[src/hdl/b64lw_pkg.sv]
// b64lw_pkg: shared types, character codes and the base64 symbol lookup
// for the line-wrapped base64 encoder. No dependencies.
package b64lw_pkg;

    // Default line length in characters (CR LF not counted)
    localparam int LINE_CHARS_DEF = 76;

    // Character codes
    localparam logic [6:0] CH_CR  = 7'd13;
    localparam logic [6:0] CH_LF  = 7'd10;
    localparam logic [6:0] CH_PAD = 7'd61;

    // Work handed from the front to the back: four characters, an optional
    // CR LF after them, and whether the job ends the message.
    typedef struct packed {
        logic [3:0][6:0] chars;
        logic            line_break;
        logic            last;
    } job_t;

    // Standard base64 alphabet: A-Z, a-z, 0-9, '+', '/'
    function automatic logic [6:0] b64_sym(input logic [5:0] six);
        logic [6:0] v;
        v = {1'b0, six};
        if (six < 6'd26)
            b64_sym = v + 7'd65;
        else if (six < 6'd52)
            b64_sym = v + 7'd71;
        else if (six < 6'd62)
            b64_sym = v - 7'd4;
        else if (six == 6'd62)
            b64_sym = 7'd43;
        else
            b64_sym = 7'd47;
    endfunction

endpackage

[src/hdl/b64lw_front.sv]
// b64lw_front: accepts bytes, holds up to two pending bytes and the group
// count of the current line, and builds one job per full group or tail.
// Depends on b64lw_pkg.
module b64lw_front #(
    parameter int LINE_CHARS = b64lw_pkg::LINE_CHARS_DEF
) (
    input  logic              clk,
    input  logic              rst_n,
    input  logic              push,
    input  logic [7:0]        data_byte,
    input  logic              end_of_message,
    input  logic              queue_full,
    output logic              job_push,
    output b64lw_pkg::job_t   job
);
    import b64lw_pkg::*;

    localparam int GROUPS   = LINE_CHARS / 4;
    localparam bit BREAK_ON = (LINE_CHARS % 4) == 0;
    localparam int GW       = (GROUPS > 1) ? $clog2(GROUPS + 1) : 1;

    logic [15:0]   pend_reg, pend_next;
    logic [1:0]    cnt_reg, cnt_next;
    logic [GW-1:0] grp_reg, grp_next;

    logic          accept;
    logic [GW-1:0] grp_inc;
    logic          brk;
    logic [7:0]    b1, b2, t1, t2;
    logic          single;

    assign accept  = push && !queue_full;
    assign grp_inc = grp_reg + 1'b1;
    assign brk     = BREAK_ON && (grp_inc == GW'(GROUPS));

    // Byte roles: full group uses both pending bytes, tail uses what is left
    assign b1     = pend_reg[15:8];
    assign b2     = pend_reg[7:0];
    assign single = (cnt_reg == 2'd0);
    assign t1     = single ? data_byte : b1;
    assign t2     = single ? 8'h00 : data_byte;

    // Job build and state update
    always_comb
    begin
        pend_next        = pend_reg;
        cnt_next         = cnt_reg;
        grp_next         = grp_reg;
        job_push         = 1'b0;
        job.chars        = '0;
        job.line_break   = 1'b0;
        job.last         = end_of_message;
        if (cnt_reg == 2'd2)
        begin
            job.chars[0]   = b64_sym(b1[7:2]);
            job.chars[1]   = b64_sym({b1[1:0], b2[7:4]});
            job.chars[2]   = b64_sym({b2[3:0], data_byte[7:6]});
            job.chars[3]   = b64_sym(data_byte[5:0]);
            job.line_break = brk;
        end
        else
        begin
            job.chars[0]   = b64_sym(t1[7:2]);
            job.chars[1]   = b64_sym({t1[1:0], t2[7:4]});
            job.chars[2]   = single ? CH_PAD : b64_sym({t2[3:0], 2'b00});
            job.chars[3]   = CH_PAD;
        end
        if (accept)
        begin
            if (cnt_reg == 2'd2)
            begin
                job_push  = 1'b1;
                grp_next  = brk ? '0 : grp_inc;
                pend_next = '0;
                cnt_next  = 2'd0;
            end
            else if (cnt_reg == 2'd1)
            begin
                pend_next = {b1, data_byte};
                cnt_next  = 2'd2;
            end
            else
            begin
                pend_next = {data_byte, 8'h00};
                cnt_next  = 2'd1;
            end
            // End of message: flush the tail and start a fresh line
            if (end_of_message)
            begin
                job_push  = 1'b1;
                pend_next = '0;
                cnt_next  = 2'd0;
                grp_next  = '0;
            end
        end
    end

    always_ff @(posedge clk or negedge rst_n)
    begin
        if (!rst_n)
        begin
            pend_reg <= '0;
            cnt_reg  <= 2'd0;
            grp_reg  <= '0;
        end
        else
        begin
            pend_reg <= pend_next;
            cnt_reg  <= cnt_next;
            grp_reg  <= grp_next;
        end
    end

endmodule

[src/hdl/b64lw_job_fifo.sv]
// b64lw_job_fifo: two-entry job queue between front and back, head always
// visible. Depends on b64lw_pkg.
module b64lw_job_fifo (
    input  logic              clk,
    input  logic              rst_n,
    input  logic              wr,
    input  b64lw_pkg::job_t   wr_job,
    input  logic              rd,
    output logic              full,
    output logic              head_valid,
    output b64lw_pkg::job_t   head
);
    import b64lw_pkg::*;

    job_t slot0_reg, slot0_next, slot1_reg, slot1_next;
    logic v0_reg, v0_next, v1_reg, v1_next;

    assign full       = v1_reg;
    assign head_valid = v0_reg;
    assign head       = slot0_reg;

    // Shift on read, fill the lowest free slot on write
    always_comb
    begin
        slot0_next = slot0_reg;
        slot1_next = slot1_reg;
        v0_next    = v0_reg;
        v1_next    = v1_reg;
        if (rd)
        begin
            slot0_next = slot1_reg;
            v0_next    = v1_reg;
            v1_next    = 1'b0;
        end
        if (wr)
        begin
            if (!v0_next)
            begin
                slot0_next = wr_job;
                v0_next    = 1'b1;
            end
            else
            begin
                slot1_next = wr_job;
                v1_next    = 1'b1;
            end
        end
    end

    always_ff @(posedge clk or negedge rst_n)
    begin
        if (!rst_n)
        begin
            v0_reg <= 1'b0;
            v1_reg <= 1'b0;
        end
        else
        begin
            v0_reg <= v0_next;
            v1_reg <= v1_next;
        end
    end

    always_ff @(posedge clk)
    begin
        slot0_reg <= slot0_next;
        slot1_reg <= slot1_next;
    end

endmodule

[src/hdl/b64lw_back.sv]
// b64lw_back: moves the head job, one character per cycle unless stalled,
// into the output register, with CR LF and last mark; needs b64lw_pkg.
module b64lw_back (
    input  logic              clk,
    input  logic              rst_n,
    input  logic              head_valid,
    input  b64lw_pkg::job_t   head,
    output logic              head_done,
    input  logic              pop,
    output logic              empty,
    output logic [6:0]        out_char,
    output logic              last_char
);
    import b64lw_pkg::*;

    logic [2:0] idx_reg, idx_next;
    logic       ov_reg, ov_next;
    logic [6:0] ch_reg, ch_next;
    logic       lst_reg, lst_next;

    logic       advance;
    logic       final_ch;
    logic [6:0] sel;

    assign advance   = head_valid && (!ov_reg || pop);
    assign final_ch  = head.line_break ? (idx_reg == 3'd5) : (idx_reg == 3'd3);
    assign head_done = advance && final_ch;

    assign empty     = !ov_reg;
    assign out_char  = ch_reg;
    assign last_char = lst_reg;

    // Character select
    always_comb
    begin
        case (idx_reg)
            3'd0:    sel = head.chars[0];
            3'd1:    sel = head.chars[1];
            3'd2:    sel = head.chars[2];
            3'd3:    sel = head.chars[3];
            3'd4:    sel = CH_CR;
            3'd5:    sel = CH_LF;
            default: sel = CH_PAD;
        endcase
    end

    // Output register loads when a job is waiting and it is free or taken
    always_comb
    begin
        idx_next = idx_reg;
        ov_next  = ov_reg;
        ch_next  = ch_reg;
        lst_next = lst_reg;
        if (advance)
        begin
            ch_next  = sel;
            lst_next = final_ch && head.last;
            ov_next  = 1'b1;
            idx_next = final_ch ? 3'd0 : idx_reg + 3'd1;
        end
        else if (pop)
        begin
            ov_next = 1'b0;
        end
    end

    always_ff @(posedge clk or negedge rst_n)
    begin
        if (!rst_n)
        begin
            idx_reg <= 3'd0;
            ov_reg  <= 1'b0;
        end
        else
        begin
            idx_reg <= idx_next;
            ov_reg  <= ov_next;
        end
    end

    always_ff @(posedge clk)
    begin
        ch_reg  <= ch_next;
        lst_reg <= lst_next;
    end

endmodule

[src/hdl/base64_line_wrapped_encoder.sv]
// base64_line_wrapped_encoder: MIME-style base64 encoder with CR LF breaks.
// Depends on b64lw_pkg, b64lw_front, b64lw_job_fifo and b64lw_back.
//
// Input queue: present data_byte and end_of_message with push; a byte is
// taken on a clock edge with push high and full low. Output queue: out_char
// and last_char show the oldest character while empty is low; pop takes it.
// last_char marks the final character of each message (LF if the last full
// group closes a line).
// The first character of a group or tail passes through the job queue
// and then the output register once the byte that completes it is taken.
// Throughput: the front takes one byte per cycle while the job queue (two
// entries) has room. The back emits one character per cycle through its
// single output character register while the receiver keeps popping; a
// group gives it four characters to emit, six with CR LF.
// Reset clears pending bytes, the line position, the job queue and the
// output register's valid flag. When the receiver stalls, the current
// character holds, the job queue fills and full rises; nothing is dropped.
module base64_line_wrapped_encoder #(
    parameter int LINE_CHARS = b64lw_pkg::LINE_CHARS_DEF
) (
    input  logic       clk,
    input  logic       rst_n,
    input  logic       push,
    output logic       full,
    input  logic [7:0] data_byte,
    input  logic       end_of_message,
    output logic       empty,
    input  logic       pop,
    output logic [6:0] out_char,
    output logic       last_char
);
    import b64lw_pkg::*;

    job_t new_job;
    job_t head_job;
    logic job_push;
    logic head_valid;
    logic head_done;

    b64lw_front #(
        .LINE_CHARS (LINE_CHARS)
    ) u_front (
        .clk            (clk),
        .rst_n          (rst_n),
        .push           (push),
        .data_byte      (data_byte),
        .end_of_message (end_of_message),
        .queue_full     (full),
        .job_push       (job_push),
        .job            (new_job)
    );

    b64lw_job_fifo u_fifo (
        .clk        (clk),
        .rst_n      (rst_n),
        .wr         (job_push),
        .wr_job     (new_job),
        .rd         (head_done),
        .full       (full),
        .head_valid (head_valid),
        .head       (head_job)
    );

    b64lw_back u_back (
        .clk        (clk),
        .rst_n      (rst_n),
        .head_valid (head_valid),
        .head       (head_job),
        .head_done  (head_done),
        .pop        (pop),
        .empty      (empty),
        .out_char   (out_char),
        .last_char  (last_char)
    );

endmodule

[config.mk]
export PLATFORM = sky130hd
export DESIGN_NAME = base64_line_wrapped_encoder
export DESIGN_NICKNAME = d
export VERILOG_FILES = /design/src/hdl/b64lw_pkg.sv /design/src/hdl/b64lw_front.sv /design/src/hdl/b64lw_job_fifo.sv /design/src/hdl/b64lw_back.sv /design/src/hdl/base64_line_wrapped_encoder.sv
export SDC_FILE = /design/constraint.sdc
export NUM_CORES = 1
export LEC_CHECK = 0
export ABC_AREA = 1
export ABC_CLOCK_PERIOD_IN_PS = 2650
export BUFFER_PORTS_ARGS = -buffer_cell sky130_fd_sc_hd__clkbuf_2
export CAP_MARGIN = 10
export CELL_PAD_IN_SITES_DETAIL_PLACEMENT = 1
export CELL_PAD_IN_SITES_GLOBAL_PLACEMENT = 2
export CORE_MARGIN = 2
export CORE_UTILIZATION = 33
export CTS_CLUSTER_SIZE = 14
export DETAILED_ROUTE_END_ITERATION = 8
export GPL_TIMING_DRIVEN = 0
export MAX_ROUTING_LAYER = met4
export PLACE_DENSITY_LB_ADDON = 0.1
export SYNTH_ARGS = -nofsm -noshare
export SYNTH_HDL_FRONTEND = slang
export SYNTH_HIERARCHICAL = 1
export SYNTH_SLANG_ARGS = --single-unit
[constraint.sdc]
create_clock -name clk -period 2.65 [get_ports clk]
set_input_delay 0 -clock clk [delete_from_list [all_inputs] [get_ports clk]]
set_output_delay 0 -clock clk [all_outputs]
set_load 0.03 [all_outputs]
# Word-level counts from Yosys, hierarchy flattened
# Cells that the tools add are included.
dict set report op_classes {
  n_mux 57
  eq_ne 15
  addsub 23
  n_reduce_logical 14
  order_cmp 21
}
# cell count
set ops {}
lappend ops {{$mux W7} 22}
lappend ops {{$add A6 B7 Y7 const B} 14}
lappend ops {{$mux W30} 3}
lappend ops {{$lt A6 B6 Y1 const B} 14}
lappend ops {{$sub A6 B3 Y7 const B} 7}
lappend ops {{$mux W16} 3}
lappend ops {{$lt A6 B5 Y1 const B} 7}
lappend ops {{$pmux W7 S6} 1}
lappend ops {{$eq A6 B6 Y1 const B} 6}
lappend ops {{$mux W28} 1}
lappend ops {{$mux W3} 7}
lappend ops {{$mux W8} 2}
lappend ops {{$mux W5} 3}
lappend ops {{$mux W1} 12}
lappend ops {{$eq A3 B2 Y1 const B} 2}
lappend ops {{$eq A3 B3 Y1 const B} 2}
lappend ops {{$mux W2} 3}
lappend ops {{$reduce_and A2 Y1} 3}
lappend ops {{$add A5 B1 Y5 const B} 1}
lappend ops {{$eq A5 B5 Y1 const B} 1}
lappend ops {{$logic_and A1 B1 Y1} 4}
lappend ops {{$reduce_bool A2 Y1} 2}
lappend ops {{$add A3 B1 Y3 const B} 1}
lappend ops {{$eq A3 B1 Y1 const B} 1}
lappend ops {{7 further kinds} 8}
dict set report totals {
  in_bits 13
  reg_bits 97
  out_inout_bits 10
  wordCells 152
}

# Longest topological paths before layout
# Gate-level depths: netlist (run 1).
dict set report logic_depth {
  ltp_word 10
  ltp_mapped 20
  depth_no_buf 18
}

# Modules after synthesis
# Netlist (run 1), hierarchy kept.
# module cells_each area_each_um2 instances seq_area_each_um2
set modules_own_cells {}
lappend modules_own_cells {b64lw_front 637 3955.0 1 575.6}
lappend modules_own_cells {b64lw_job_fifo 271 2423.6 1 1551.5}
lappend modules_own_cells {b64lw_back 116 842.1 1 340.3}

# Least setup slack after synthesis (run 1)
# No wires, ideal clock.
dict set report synth_path {
  path_kind {register to register}
  startpoint {register u_back.idx_reg[2]}
  endpoint {register u_fifo/slot1_reg[0] (netlist name), enable pin}
  t_arrival_ns 2.142
  setup_time_ns 0.385
  slack_ns 0.124
  required_ns 2.265
  path_stages_with_launch 12
  period_less_slack_ns 2.526
  n_path_buf 1
  cell_sequence {dfrtp_1 inv_2 buf_6 ha_1 nand2_1 nand2_1 inv_1 nor2_1 nand2_1 nand2_1 nand2_1 inv_1}
}
dict set report synth_via {
  elab_chain_len 5
  word_cells_on_any_way 6
  cone_classes {eq/ne (2); mux (2); reduce/logical (2)}
}
# element line_no
set synth_rtl {}
lappend synth_rtl {{start: declaration} b64lw_back.sv:16} ;# logic [2:0] idx_reg, idx_next;
lappend synth_rtl {{start signal: assignment} b64lw_back.sv:76} ;# idx_reg <= idx_next;
lappend synth_rtl {{$eq A3 B2 Y1 / $eq A3 B3 Y1 (equally long branches)} b64lw_back.sv:26} ;# assign final_ch = head.line_break ? (idx_reg == 3'd5) : (idx_reg == 3'd3);
lappend synth_rtl {{$mux W1 (*)} b64lw_back.sv:26}
lappend synth_rtl {{$logic_and A1 B1 Y1 (*)} b64lw_back.sv:27} ;# assign head_done = advance && final_ch;
lappend synth_rtl {{via head_done} base64_line_wrapped_encoder.sv:38} ;# logic head_done;
lappend synth_rtl {{$mux W1 (*)} b64lw_job_fifo.sv:29} ;# if (rd)
lappend synth_rtl {{$reduce_and A2 Y1 (no line) (*)} n/a}
lappend synth_rtl {{end signal: assignment} b64lw_job_fifo.sv:67} ;# slot1_reg <= slot1_next;
lappend synth_rtl {{end: declaration} b64lw_job_fifo.sv:15} ;# job_t slot0_reg, slot0_next, slot1_reg, slot1_next;
# The timed path passes the listed nets; every way through them passes the cells marked *.
# A chain may end at the register's enable or synchronous reset.

==> results by stage, run 1 <==
Timing:
- The total negative slack for setup checks is 0 ns.
- The final hold violation count is 0.
- The final critical-path required period is 2.52 ns.
- The highest clock rate is 0.397 GHz.
- Final hold analysis gives a worst-case slack of 0.0231 ns.
- The headroom to the max-slew limit is 0.403.
- The slew at the pin with the worst max-slew slack is 0.895 ns.
- The post-route clock period utilization is 0.950.
- The number of max-slew violations in the final report is 0.
- The worst clock skew is 0.0117 ns.
- Setup violations remaining at the end of the flow were counted as 0.

Finish:
- The number of antenna repair diodes is 0.
- The library cell used most frequently in the layout, excluding fill and tap cells, is sky130_fd_sc_hd__nand2_1.
- The number of nets at the end of the flow is 1,130.
- The area growth from synthesis to layout is 14.7%.
- In the layout the commonest cells are sky130_fd_sc_hd__nand2_1, sky130_fd_sc_hd__inv_1, sky130_fd_sc_hd__nand3_1.
- The core utilization of the finished layout is 0.383.
- After the flow finishes, the layout carries non-filler instances totaling 1,356.
- In the final layout, the share of cells above drive strength 1 is 0.150.

Route:
- The starting DRC count in detailed routing is 280.
- The routed design has 24,400 um of wire.
- The final antenna-violating net count is 0.
- After detailed routing, the number of remaining DRC violations is 0.
- The total number of vias is 6,713.
- The number of vias per cell after detailed routing is 4.95.
- The wire length per cell is 18.0 um.
- The first detailed-routing pass took 4 iterations.

Power:
- IR analysis of the VDD net gives a maximum drop of 0.451 mV.
- In this run the power density over the cells is 1210 mW/mm2.
- The cell leakage power is 3.83 nW.

Die:
- The I/O pin count is 23.
- In this run the core area contains 54 standard-cell rows.
- The die covers 0.0231 mm2.
- The initial utilization of the core area, before any placement, comes to 0.334.
- The die extent in x is 152 um.
- The die is 152 um tall.
- The area of the core region is 0.0216 mm2.

Global routing:
- The number of global-route vias before repair is 6,799.
- The number of antenna violations at the first check in global routing is 0.
- Across every metal layer, demand over resource in global routing totals 0.218.
- Entering global routing, the biggest net connects 30 pins.
- The first-pass GRT wire length is 38,700 um.
- After global routing the overflow that remains totals 0.

Synthesis:
- The number of warnings reported in the yosys synthesis log is 6.
- The summed instance area of the synthesized netlist is 0.00722 mm2.
- After synthesis, the mean cell area works out to 7.05 um2.
- The count of unique library cells instantiated by Yosys is 46.
- The number of storage elements in the synthesis netlist is 97.
- The share of the Yosys chip area taken by registers is 0.342.
- Among all flip-flop cells after synthesis, the most frequent one is sky130_fd_sc_hd__edfxtp_1.
- In the synthesized netlist the async set-or-reset flop fraction comes to 0.299.
- The number of enable-type register cells in the synthesized netlist is 38.
- The cell count after synthesis came out at 1,024.
- When the netlist entered floorplanning its net count stood at 1,083.

Critical path:
- In this run the critical register-to-register path is launched from u_front/cnt_reg[1].
- The destination of the critical timing path is u_fifo/head[22].
- Along the worst path, the maximum fanout reaches 10.
- The start point of the critical path is u_front/cnt_reg[1].
- The worst setup path is launched from a register.
- The kind of critical path is reg2reg.
- The data required time at the worst endpoint is 2.90 ns.
- For the worst setup path, the data arrival time is 2.76 ns.
- The worst register-to-register path ends at u_fifo/head[22].
- Counting cells, the worst reg-to-reg path comes to 15.
- The flop-to-flop setup slack is 0.13 ns.
- The critical path capture point type is a register.

Place:
- The HPWL after detailed placement is 18,700 um.
- Including well taps, the total number of placed cells is 1,325.
- The quantity of I/O buffers inserted on ports is 21.
- The congestion estimate from routability-driven global placement came to 0.857.

Job:
- The tool flagged a number of max-cap violations equal to 0.

Worst hold path:
- In this run the most critical hold path is launched from pop.
- The worst hold path belongs to the class in2reg.

Clocking:
- The largest buffer count on any clock path is 2.
- The clock latency on the worst-skew pair is 0.35 ns.
- For this design, the sink count on the clock tree is 97.
- The clock transition at the registers of the reported paths is 0.08 ns.
- The master cell of the clock root buffer is sky130_fd_sc_hd__clkbuf_16.
- The CTS tree is built.
- The deepest level of the CTS H-tree is 3.
- The number of clock buffers inserted by TritonCTS is 9.

Outcome:
- The run finished with clean final reports.
-- synth_stat cells (9+ instances only) --
library cell | count | area (um2)
sky130_fd_sc_hd__a21oi_1 | 36 | 180
sky130_fd_sc_hd__buf_2 | 16 | 80.1
sky130_fd_sc_hd__clkbuf_1 | 14 | 52.6
sky130_fd_sc_hd__dfrtp_1 | 29 | 726
sky130_fd_sc_hd__dfxtp_1 | 30 | 601
sky130_fd_sc_hd__edfxtp_1 | 38 | 1140
sky130_fd_sc_hd__ha_1 | 45 | 563
sky130_fd_sc_hd__inv_1 | 90 | 338
sky130_fd_sc_hd__inv_2 | 11 | 41.3
sky130_fd_sc_hd__nand2_1 | 351 | 1320
sky130_fd_sc_hd__nand2_2 | 14 | 87.6
sky130_fd_sc_hd__nand3_1 | 79 | 395
sky130_fd_sc_hd__nand4_1 | 36 | 225
sky130_fd_sc_hd__nor2_1 | 64 | 240
sky130_fd_sc_hd__o211ai_1 | 9 | 67.6
sky130_fd_sc_hd__o21ai_0 | 60 | 300
sky130_fd_sc_hd__o22ai_1 | 17 | 106
sky130_fd_sc_hd__xor2_1 | 13 | 114
-- routing by layer --
layer	vias up	routed length, um	GRT usage
met4	0	337	0.0507
li1	3451	-	-
met5	-	0	-
met3	15	478	0.0217
met1	3177	11900	0.294
met2	70	11600	0.356
-- through the flow --
stage / instance area [um2] / power (mW) / setup WS [ns]
global route: 8280 / 10.9 / -0.0250
finish: 8280 / 9.99 / 0.134
floorplan: 7220 / 6.59 / 0.124
CTS: 8150 / 9.86 / 0.00910
detailed placement: 7680 / 8.32 / -0.897
global placement: 7680 / 8.26 / -0.921
-- worst min-delay path by stage --
stage / end / slack, ns / cells after the start
after floorplan: u_back/idx_reg[0] / -0.30 / 0
after global placement: u_front/pend_reg[6] / 0.16 / 1
after detailed placement: u_front/pend_reg[6] / 0.18 / 1
after CTS: u_back/ov_reg / 0.03 / 4
after global routing: u_back/ov_reg / 0.05 / 4
final: u_back/ov_reg / 0.02 / 4
-- cell type report --
type / instances / area [um2]
flip-flops and latches: 97 / 2470
well taps: 280 / 350
fillers: 2755 / 13300
plain buffers: 42 / 258
repair inverters: 1 / 7.51
inverters: 102 / 397
clock inverters: 7 / 78.8
multi-input cells: 784 / 4260
clock buffers: 9 / 225
repair buffers: 34 / 236
-- worst max-delay path: stages (launching register included) --
cell and delay [ns]:
sky130_fd_sc_hd__dfrtp_1 0.36, sky130_fd_sc_hd__inv_2 0.06, sky130_fd_sc_hd__ha_4 0.16, sky130_fd_sc_hd__buf_12 0.14, sky130_fd_sc_hd__buf_12 0.14, sky130_fd_sc_hd__nor2_4 0.09
sky130_fd_sc_hd__nand2_2 0.07, sky130_fd_sc_hd__a21oi_4 0.22, sky130_fd_sc_hd__inv_2 0.07, sky130_fd_sc_hd__fa_2 0.39, sky130_fd_sc_hd__nor2_1 0.14, sky130_fd_sc_hd__a211oi_2 0.06
sky130_fd_sc_hd__o21ai_2 0.20, sky130_fd_sc_hd__o21ai_1 0.12, sky130_fd_sc_hd__nand4_1 0.13, sky130_fd_sc_hd__nand2_1 0.07
-- power breakdown --
group          switching, mW  total, mW  leakage, nW  internal [mW]
Clock                  0.611       1.35        0.144          0.742
Sequential             0.428       2.71        0.973           2.28
Combinational           3.98       5.93         2.72           1.95
Total                   5.01       9.99         3.83           4.97
-- what timing repair did --
action | 4_1_cts | 5_1_grt
endpoints found under the setup margin | 65 | 63
resized for setup | 20 | 30
setup buffers | 7 | 4
pin swaps | 2 | 11
endpoints found under the hold margin | 30 | 0
hold buffers | 2 | 0
gates cloned | 1 | 1
-- kinds of logic (layout without fill, tap and decap cells) --
family | after synthesis | in the layout | synth area share
compound gates | 141 | 141 | 0.112
xor+xnor | 21 | 21 | 0.0255
fa+ha+maj | 46 | 46 | 0.0807
buf+inv | 144 | 195 | 0.0870
flops | 97 | 97 | 0.342
simple gates | 575 | 576 | 0.353
No activity file was read; power rests on OpenSTA's default activity.
==> run 2, diff against run 1 <==
Settings changed: ABC_AREA 1 to not set, CORE_UTILIZATION 33 to 36, CTS_BUF_LIST set to sky130_fd_sc_hd__clkbuf_2, HOLD_SLACK_MARGIN set to 0.06.
==> results by stage, run 2 <==
Synthesis:
- The async set-or-reset flop fraction in the synthesized netlist is 0.299 (unchanged).
- Of all cell types, the one taking the most synthesized area is sky130_fd_sc_hd__edfxtp_1.
- Ranked by instance count, the synthesized netlist is headed by sky130_fd_sc_hd__nand2_1, sky130_fd_sc_hd__a21oi_1, sky130_fd_sc_hd__ha_1.
- The number of storage elements in the synthesis netlist came to 97 (unchanged).
- The summed instance area of the synthesized netlist was 0.00711 mm2 (-1.6%).
- Ranked by total cell area, the synthesized netlist is headed by sky130_fd_sc_hd__edfxtp_1, sky130_fd_sc_hd__dfrtp_1, sky130_fd_sc_hd__dfxtp_1, sky130_fd_sc_hd__ha_1, sky130_fd_sc_hd__mux2_4.
- The number of enable-type register cells in the synthesized netlist is 38 (unchanged).
- The area fraction of the dominant cell type after synthesis was 0.161 (-0.0219).
- The dominant register cell in the synthesized netlist is sky130_fd_sc_hd__edfxtp_1.
- The synthesized area per cell came to 9.74 um2 (+38%).
- The net count of the mapped netlist is 789 (-27%).
- The sequential cell area fraction in the yosys report is 0.347 (+0.00541).
- The post-synthesis cell count is 730 (-29%).
- The count of unique library cells instantiated by Yosys is 83 (+80%).
- Yosys instantiated no cell more often than sky130_fd_sc_hd__nand2_1.
- The number of warnings reported in the yosys synthesis log was 6 (unchanged).

Route:
- The final antenna-violating net count came to 0 (unchanged).
- The wire length per cell came to 21.3 um (+19%).
- The total number of vias is 6,107 (-9.0%).
- The final routed DRC violation total is 0 (unchanged).
- The iteration count of the initial detailed-routing pass is 5 (+1).
- The final wirelength was 23,300 um (-4.4%).
- The starting DRC count in detailed routing is 208 (-26%).
- The number of vias per cell after detailed routing was 5.58 (+13%).

Timing:
- The total negative slack for setup checks is -1.66 ns (-1.66 ns).
- The setup-violating endpoint count in the final report is 20 (+20).
- The highest clock rate is 0.351 GHz (-12%).
- Setup repair after global routing could not meet its margin everywhere.
- The headroom to the max-slew limit came to 0.327 (-0.0761).
- The post-route clock period utilization is 1.07 (+0.124).
- The final critical-path required period is 2.85 ns (+0.329 ns).
- The slew at the pin with the worst max-slew slack is 1.01 ns (+0.111 ns).
- The number of max-slew violations in the final report came to 0 (unchanged).
- The least setup slack across all paths after layout came to -0.195 ns (-0.329 ns).
- The worst clock skew is 0.0333 ns (+0.0215 ns).
- The final hold violation count is 0 (unchanged).
- The smallest hold slack is 0.147 ns (+0.124 ns).

Clocking:
- The deepest level of the CTS H-tree is 3 (unchanged).
- The root buffer cell chosen for the clock tree is sky130_fd_sc_hd__clkbuf_2.
- The number of clock buffers inserted by TritonCTS is 9 (unchanged).
- The CTS tree is built.
- The clock latency on the worst-skew pair came to 0.58 ns (+0.23 ns).
- The clock transition at the registers of the reported paths is 0.29 ns (+0.21 ns).
- The largest buffer count on any clock path came to 2 (unchanged).
- The number of clock sinks came to 97 (unchanged).

Critical path:
- The kind of critical path is reg2reg.
- The startpoint identified for the worst register-to-register timing path is u_front/cnt_reg[1].
- The endpoint arrival time on the critical path is 3.35 ns (+0.59 ns).
- The critical path goes through inv_2 -> ha_4 -> buf_8 -> buf_12 -> buf_12 -> mux2i_4 -> ha_4 -> nand4b_4 -> o31ai_4 -> buf_6 -> nor3b_4 -> o211ai_1 -> a32oi_2 -> mux2_4.
- The maximum cell stage delay along the critical path was 0.47 ns (+0.08 ns).
- The start point of the critical path is u_front/cnt_reg[1].
- The number of cells on the worst reg-to-reg path is 14 (-1).
- The cell at the slowest stage of the critical path is sky130_fd_sc_hd__dfrtp_1.
- STA classifies the critical path startpoint as a register.
- The largest fanout on the critical path is 7 (-3).
- The worst setup path is captured at a register.
- The data required time at the worst endpoint is 3.16 ns (+0.26 ns).

Power:
- The largest voltage drop on the vdd net came to 0.606 mV (+34%).
- The power per standard cell area came to 1270 mW/mm2 (+4.9%).
- The cell leakage power is 3.71 nW (-3.4%).

Finish:
- The area growth from synthesis to layout is 24.2%.
- The fill cell total of the finished layout is 2,248 (-18%).
- The total non-filler cell area in the finished layout is 0.00883 mm2 (+6.6%).
- The share of cells above drive strength 1 is 0.339 (+0.190).
- The final non-filler cell total came to 1,094 (-19%).
- The number of nets at the end of the flow is 882 (-22%).
- In the layout the commonest cells are sky130_fd_sc_hd__nand2_1, sky130_fd_sc_hd__buf_4, sky130_fd_sc_hd__edfxtp_1.
- The sequential cell area came to 0.00247 mm2 (about the same).
- The area of the multi-input gates is 0.00468 mm2 (+9.9%).
- Leaving out fill and tap cells, the most frequent cell in the layout is sky130_fd_sc_hd__nand2_1.

Die:
- The I/O pin count came to 23 (unchanged).
- The starting density of the core is 0.366 (+0.0325).
- The area of the core region is 0.0194 mm2 (-10%).
- The vertical die dimension came to 145 um (-4.9%).
- The number of placement rows came to 51 (-5.6%).
- The die extent in x came to 145 um (-4.9%).
- The overall die area came to 0.0209 mm2 (-9.5%).

Outcome:
- The run finished, with violations left.
- The checks that failed: setup timing.

Global routing:
- The pin count of the biggest net entering global routing is 30 (unchanged).
- The number of global-route vias before repair is 6,337 (-6.8%).
- The global-route total usage across every layer is 0.227 (+0.00886).
- The first-pass GRT wire length is 35,400 um (-8.6%).
- The leftover overflow at the end of global routing is 0 (unchanged).
- The number of antenna violations at the first check in global routing is 1 (+1).

Worst hold path:
- The launch point of the worst hold path is data_byte[1].
- The classification of the worst-slack hold path is in2reg.
- The number of stages on the worst hold path is 3 (-1).

Place:
- The setup slack at placement is -0.693 ns (+0.204 ns).
- The quantity of I/O buffers inserted on ports is 21 (unchanged).
- The placed standard-cell area was 0.00761 mm2 (-0.85%).
- The placed instance count is 1,016 (-23%).
- The weighted congestion at the end of routability-driven global placement is 0.882 (+3.0%).
- The detailed-placement wirelength estimate is 16,900 um (-9.5%).

Job:
- The max-capacitance violation count is 0 (unchanged).
## run 2: cell types whose count changed after synthesis, sizes merged, moves of 19 or more
| cell | before | now |
|---|---|---|
| nand2 | 372 | 62 |
| mux2 | 0 | 64 |
| nand3 | 82 | 21 |
| inv | 102 | 45 |
| nor2 | 75 | 35 |
| nand4 | 36 | 2 |
| o21ai | 71 | 40 |
| a22o | 0 | 19 |
## run 2: layer usage
| metal | vias up | GRT usage | wire length [um] |
|---|---|---|---|
| met2 | 75 | 0.407 | 12000 |
| met3 | 20 | 0.0169 | 405 |
| met5 | - | - | 0 |
| met1 | 3136 | 0.282 | 10600 |
| li1 | 2876 | - | - |
| met4 | 0 | 0.0480 | 225 |
## run 2: worst paths after layout
kind	slack (ns)	endpoint
max reg2reg	-0.20	u_fifo/head[4]
min in group asynchronous	0.44	u_back/ov_reg
min	0.15	u_front/pend_reg[1]
max in group asynchronous	2.01	u_front/pend_reg[13]
min reg2reg	0.61	u_fifo/head[9]
max	-0.20	u_fifo/head[4]
## run 2: power by group
part	switching (mW)	internal, mW	leakage (nW)
clock network	0.562	0.238	0.0754
registers	0.454	2.27	0.955
logic	4.03	3.61	2.67
## run 2: cells by family after synthesis
kind of cell	Yosys count	synth area share
compound gates	204	0.203
simple gates	197	0.142
flops	97	0.347
buf+inv	95	0.0697
mux	82	0.145
fa+ha+maj	46	0.0820
xor+xnor	9	0.0111
## run 2: repair_timing
action                     in CTS  in global routing
hold buffers                   11                  0
gates resized for setup        87                 56
setup buffers                  29                 22
pin swaps                      20                 17
gates cloned                    2                  0
hold endpoints to repair       60                  0
setup endpoints to repair      80                 62
## run 2: final cells by class
cell class	count	area share
Buffer	46	0.0400
Timing Repair Buffer	84	0.0769
Antenna cell	1	0.000283
Clock inverter	7	0.00949
Tap cell	265	0.0376
Sequential cell	97	0.280
Inverter	46	0.0207
Clock buffer	9	0.00510
Multi-Input combinational cell	539	0.530
## run 2: through the flow
stage | power [mW] | utilization
after global routing | 11.9 | 0.455
after floorplan | 6.75 | -
final | 11.2 | 0.455
after detailed placement | 8.43 | 0.392
after global placement | 8.23 | 0.392
after CTS | 10.4 | 0.435
## run 2: critical path, delay by kind of cell (launching register included)
kind | cells | cell delay [ns]
AOI/OAI and AO/OA | 3 | 0.54
adders and majority gates | 2 | 0.34
buffers and inverters | 5 | 0.56
DFF | 1 | 0.47
muxes | 2 | 0.58
and+or+nand+nor | 2 | 0.30
==> run 3, diff against run 2 <==
Settings changed: ABC_CLOCK_PERIOD_IN_PS 2650 to 3500.
Clock period 2.65 ns to 3.5 ns, I/O delays scaled along.
==> results by stage, run 3 (synthesized netlist as in run 2, its figures left out) <==
Outcome:
- The flow ran to the end, and the final reports show no timing, DRC or antenna violations.

Power:
- The power per standard cell area was 888 mW/mm2 (-30%).
- The internal power of the cells was 3.76 mW (-39%).
- The reported net switching power is 3.22 mW (-36%).
- The overall power is 6.98 mW (-38%).
- The cell leakage power is 3.36 nW (-9.3%).
- The sequential power share was 0.294 (+0.050).
- The part of the power in combinational logic was 0.612 (-0.072).
- The largest voltage drop on the vdd net is 0.339 mV (-44%).
- The portion of total power attributed to the clock network is 0.094 (+0.022).
- The switching part of the total came to 0.462 (+0.00983).

Route:
- The number of vias per cell after detailed routing is 5.53 (-0.93%).
- The iteration count of the initial detailed-routing pass came to 5 (unchanged).
- The final antenna-violating net count is 0 (unchanged).
- The starting DRC count in detailed routing is 228 (+9.6%).
- The wire length per cell is 20.7 um (-2.8%).
- The final wirelength was 21,600 um (-7.1%).
- The final routed DRC violation total was 0 (unchanged).
- The total number of vias is 5,785 (-5.3%).

Timing:
- The highest clock rate is 0.307 GHz (-13%).
- The post-route clock period utilization came to 0.931 (-0.142).
- The worst clock skew was 0.0400 ns (+0.00673 ns).
- The setup-violating endpoint count in the final report is 0 (-100%).
- The final critical-path required period came to 3.26 ns (+0.414 ns).
- The headroom to the max-slew limit was 0.291 (-0.0360).
- Setup repair after global routing left no endpoint under its margin.
- The final hold violation count is 0 (unchanged).
- The slew at the pin with the worst max-slew slack is 1.06 ns (+0.0539 ns).
- The number of max-slew violations in the final report came to 0 (unchanged).

Clocking:
- The number of clock sinks is 97 (unchanged).
- The cell sitting at the root of the clock tree is a sky130_fd_sc_hd__clkbuf_2.
- The number of clock buffers inserted by TritonCTS is 9 (unchanged).
- The clock latency on the worst-skew pair came to 0.62 ns (+0.04 ns).
- The deepest level of the CTS H-tree is 3 (unchanged).
- The largest buffer count on any clock path is 2 (unchanged).
- The number of buffers inserted to repair setup after CTS came to 0 (-100%).
- TritonCTS built the clock tree.
- The clock transition at the registers of the reported paths came to 0.28 ns (about the same).

Critical path:
- The flop-to-flop setup slack is 0.24 ns (+0.44 ns).
- The kind of critical path is reg2reg.
- The worst setup path is captured at a register.
- The worst flop-to-flop path endpoint is u_fifo/head[10].
- The largest fanout on the critical path is 10 (+3).
- The data required time at the worst endpoint was 4.06 ns (+0.90 ns).
- STA classifies the critical path startpoint as a register.
- The destination of the critical timing path is u_fifo/head[10].
- The endpoint arrival time on the critical path was 3.82 ns (+0.47 ns).
- The number of cells on the worst reg-to-reg path is 14 (unchanged).
- In this run the worst setup path begins at u_front/cnt_reg[0].
- The start of the worst register-to-register path is u_front/cnt_reg[0].

Die:
- The starting density of the core is 0.366 (unchanged).
- The overall die area is 0.0209 mm2 (unchanged).
- The area of the core region is 0.0194 mm2 (unchanged).
- The I/O pin count is 23 (unchanged).
- The number of placement rows is 51 (unchanged).
- The vertical die dimension came to 145 um (unchanged).
- The die extent in x is 145 um (unchanged).

Finish:
- The share of cells above drive strength 1 is 0.200 (-0.139).
- The number of nets at the end of the flow was 834 (-5.4%).
- Leaving out fill and tap cells, the most frequent cell in the layout is sky130_fd_sc_hd__nand2_1.
- The fill cell total of the finished layout was 2,277 (+1.3%).
- Leaving out fill and tap cells, the most frequent cells in the layout are sky130_fd_sc_hd__nand2_1, sky130_fd_sc_hd__a21oi_1, sky130_fd_sc_hd__ha_1.
- The area growth from synthesis to layout is 10.5%.
- The core utilization of the finished layout is 0.405 (-0.0501).

Global routing:
- The number of antenna violations at the first check in global routing is 1 (unchanged).
- The global-route total usage across every layer came to 0.222 (-0.00466).
- The first-pass GRT wire length is 34,300 um (-3.2%).
- The leftover overflow at the end of global routing is 0 (unchanged).
- The number of global-route vias before repair is 5,984 (-5.6%).
- The pin count of the biggest net entering global routing is 31 (+3.3%).

Worst hold path:
- The classification of the worst-slack hold path is in2reg.

Place:
- The detailed-placement wirelength estimate is 16,800 um (-0.61%).
- The weighted congestion at the end of routability-driven global placement came to 0.913 (+3.4%).
- The quantity of I/O buffers inserted on ports is 21 (unchanged).

Job:
- The max-capacitance violation count came to 0 (unchanged).
[run 3: changes by cell type in the layout (fill, tap and decap cells not counted), moves of 6 or more]
cell,previous run,this run
sky130_fd_sc_hd__ha_4,7,0
sky130_fd_sc_hd__buf_2,8,15
sky130_fd_sc_hd__buf_6,17,6
sky130_fd_sc_hd__inv_2,7,1
sky130_fd_sc_hd__a21oi_2,11,1
sky130_fd_sc_hd__a21oi_1,32,45
sky130_fd_sc_hd__buf_4,41,3
sky130_fd_sc_hd__inv_1,35,44
sky130_fd_sc_hd__o21ai_0,27,37
sky130_fd_sc_hd__ha_1,37,45
[run 3: how the worst min path moves through the flow]
stage                        start                    to  slack [ns]  cells past startpoint
CTS                   data_byte[6]  u_front/pend_reg[14]        0.06                      3
global route        end_of_message   u_fifo/slot1_reg[0]         0.1                      2
global placement             rst_n     u_back/idx_reg[0]        0.14                      1
detailed placement           rst_n     u_back/idx_reg[0]        0.15                      1
finish                data_byte[6]  u_front/pend_reg[14]        0.11                      3
floorplan                    rst_n     u_back/idx_reg[0]       -0.30                      0
[run 3: area by class of cell]
class | count | area, um2 | share of cell area
multi-input cells | 538 | 4170 | 0.531
flip-flops and latches | 97 | 2470 | 0.314
plain buffers | 48 | 319 | 0.0406
clock inverters | 7 | 100 | 0.0127
repair buffers | 35 | 250 | 0.0318
clock buffers | 9 | 45.0 | 0.00573
diodes | 1 | 2.50 | 0.000318
well taps | 265 | 332 | 0.0422
inverters | 46 | 173 | 0.0220
[run 3: critical path, cell delays in order (launching register included)]
cell and delay (ns):
sky130_fd_sc_hd__dfrtp_1 0.48, sky130_fd_sc_hd__inv_1 0.10, sky130_fd_sc_hd__ha_1 0.22, sky130_fd_sc_hd__buf_6 0.19
sky130_fd_sc_hd__buf_12 0.16, sky130_fd_sc_hd__nand2b_1 0.14, sky130_fd_sc_hd__inv_1 0.09, sky130_fd_sc_hd__ha_1 0.27
sky130_fd_sc_hd__a21o_1 0.18, sky130_fd_sc_hd__a211o_1 0.34, sky130_fd_sc_hd__and2_0 0.15, sky130_fd_sc_hd__buf_2 0.17
sky130_fd_sc_hd__mux2i_2 0.22, sky130_fd_sc_hd__o21ai_1 0.18, sky130_fd_sc_hd__mux2_4 0.33
[run 3: timing repair]
| item | CTS | global route |
|---|---|---|
| hold endpoints to repair | 59 | 0 |
| gates resized for setup | 1 | 5 |
| pin swaps | 0 | 0 |
| setup endpoints to repair | 2 | 10 |
| hold buffers | 13 | 0 |
[run 3: power by group through the flow]
stage / Combinational (mW) / Sequential (mW) / Clock, mW
after floorplan: 2.98 / 2.05 / 0
after global placement: 4.08 / 2.07 / 0
after detailed placement: 4.21 / 2.09 / 0
after CTS: 4.24 / 2.06 / 0.685
after global routing: 4.69 / 2.11 / 0.724
final: 4.27 / 2.05 / 0.657
[run 3: stage by stage]
stage | std cells | worst slack, ns | hold slack [ns] | TNS, ns | cell area [um2]
after floorplan | 730 | 0.540 | -0.296 | 0 | 7110
after global placement | 1016 | 0.0538 | 0.138 | 0 | 7540
after detailed placement | 1017 | -0.0719 | 0.155 | -0.0841 | 7550
after CTS | 1046 | 0.0230 | 0.0642 | 0 | 7840
after global routing | 1046 | 0.00828 | 0.0954 | 0 | 7860
final | 1046 | 0.240 | 0.106 | 0 | 7860
[run 3: metal layers]
layer	wire, um	global-route usage	up-vias
met3	552	0.0202	22
met5	0	-	-
met2	10400	0.366	83
met1	10300	0.295	2893
met4	332	0.0608	0
li1	-	-	2787
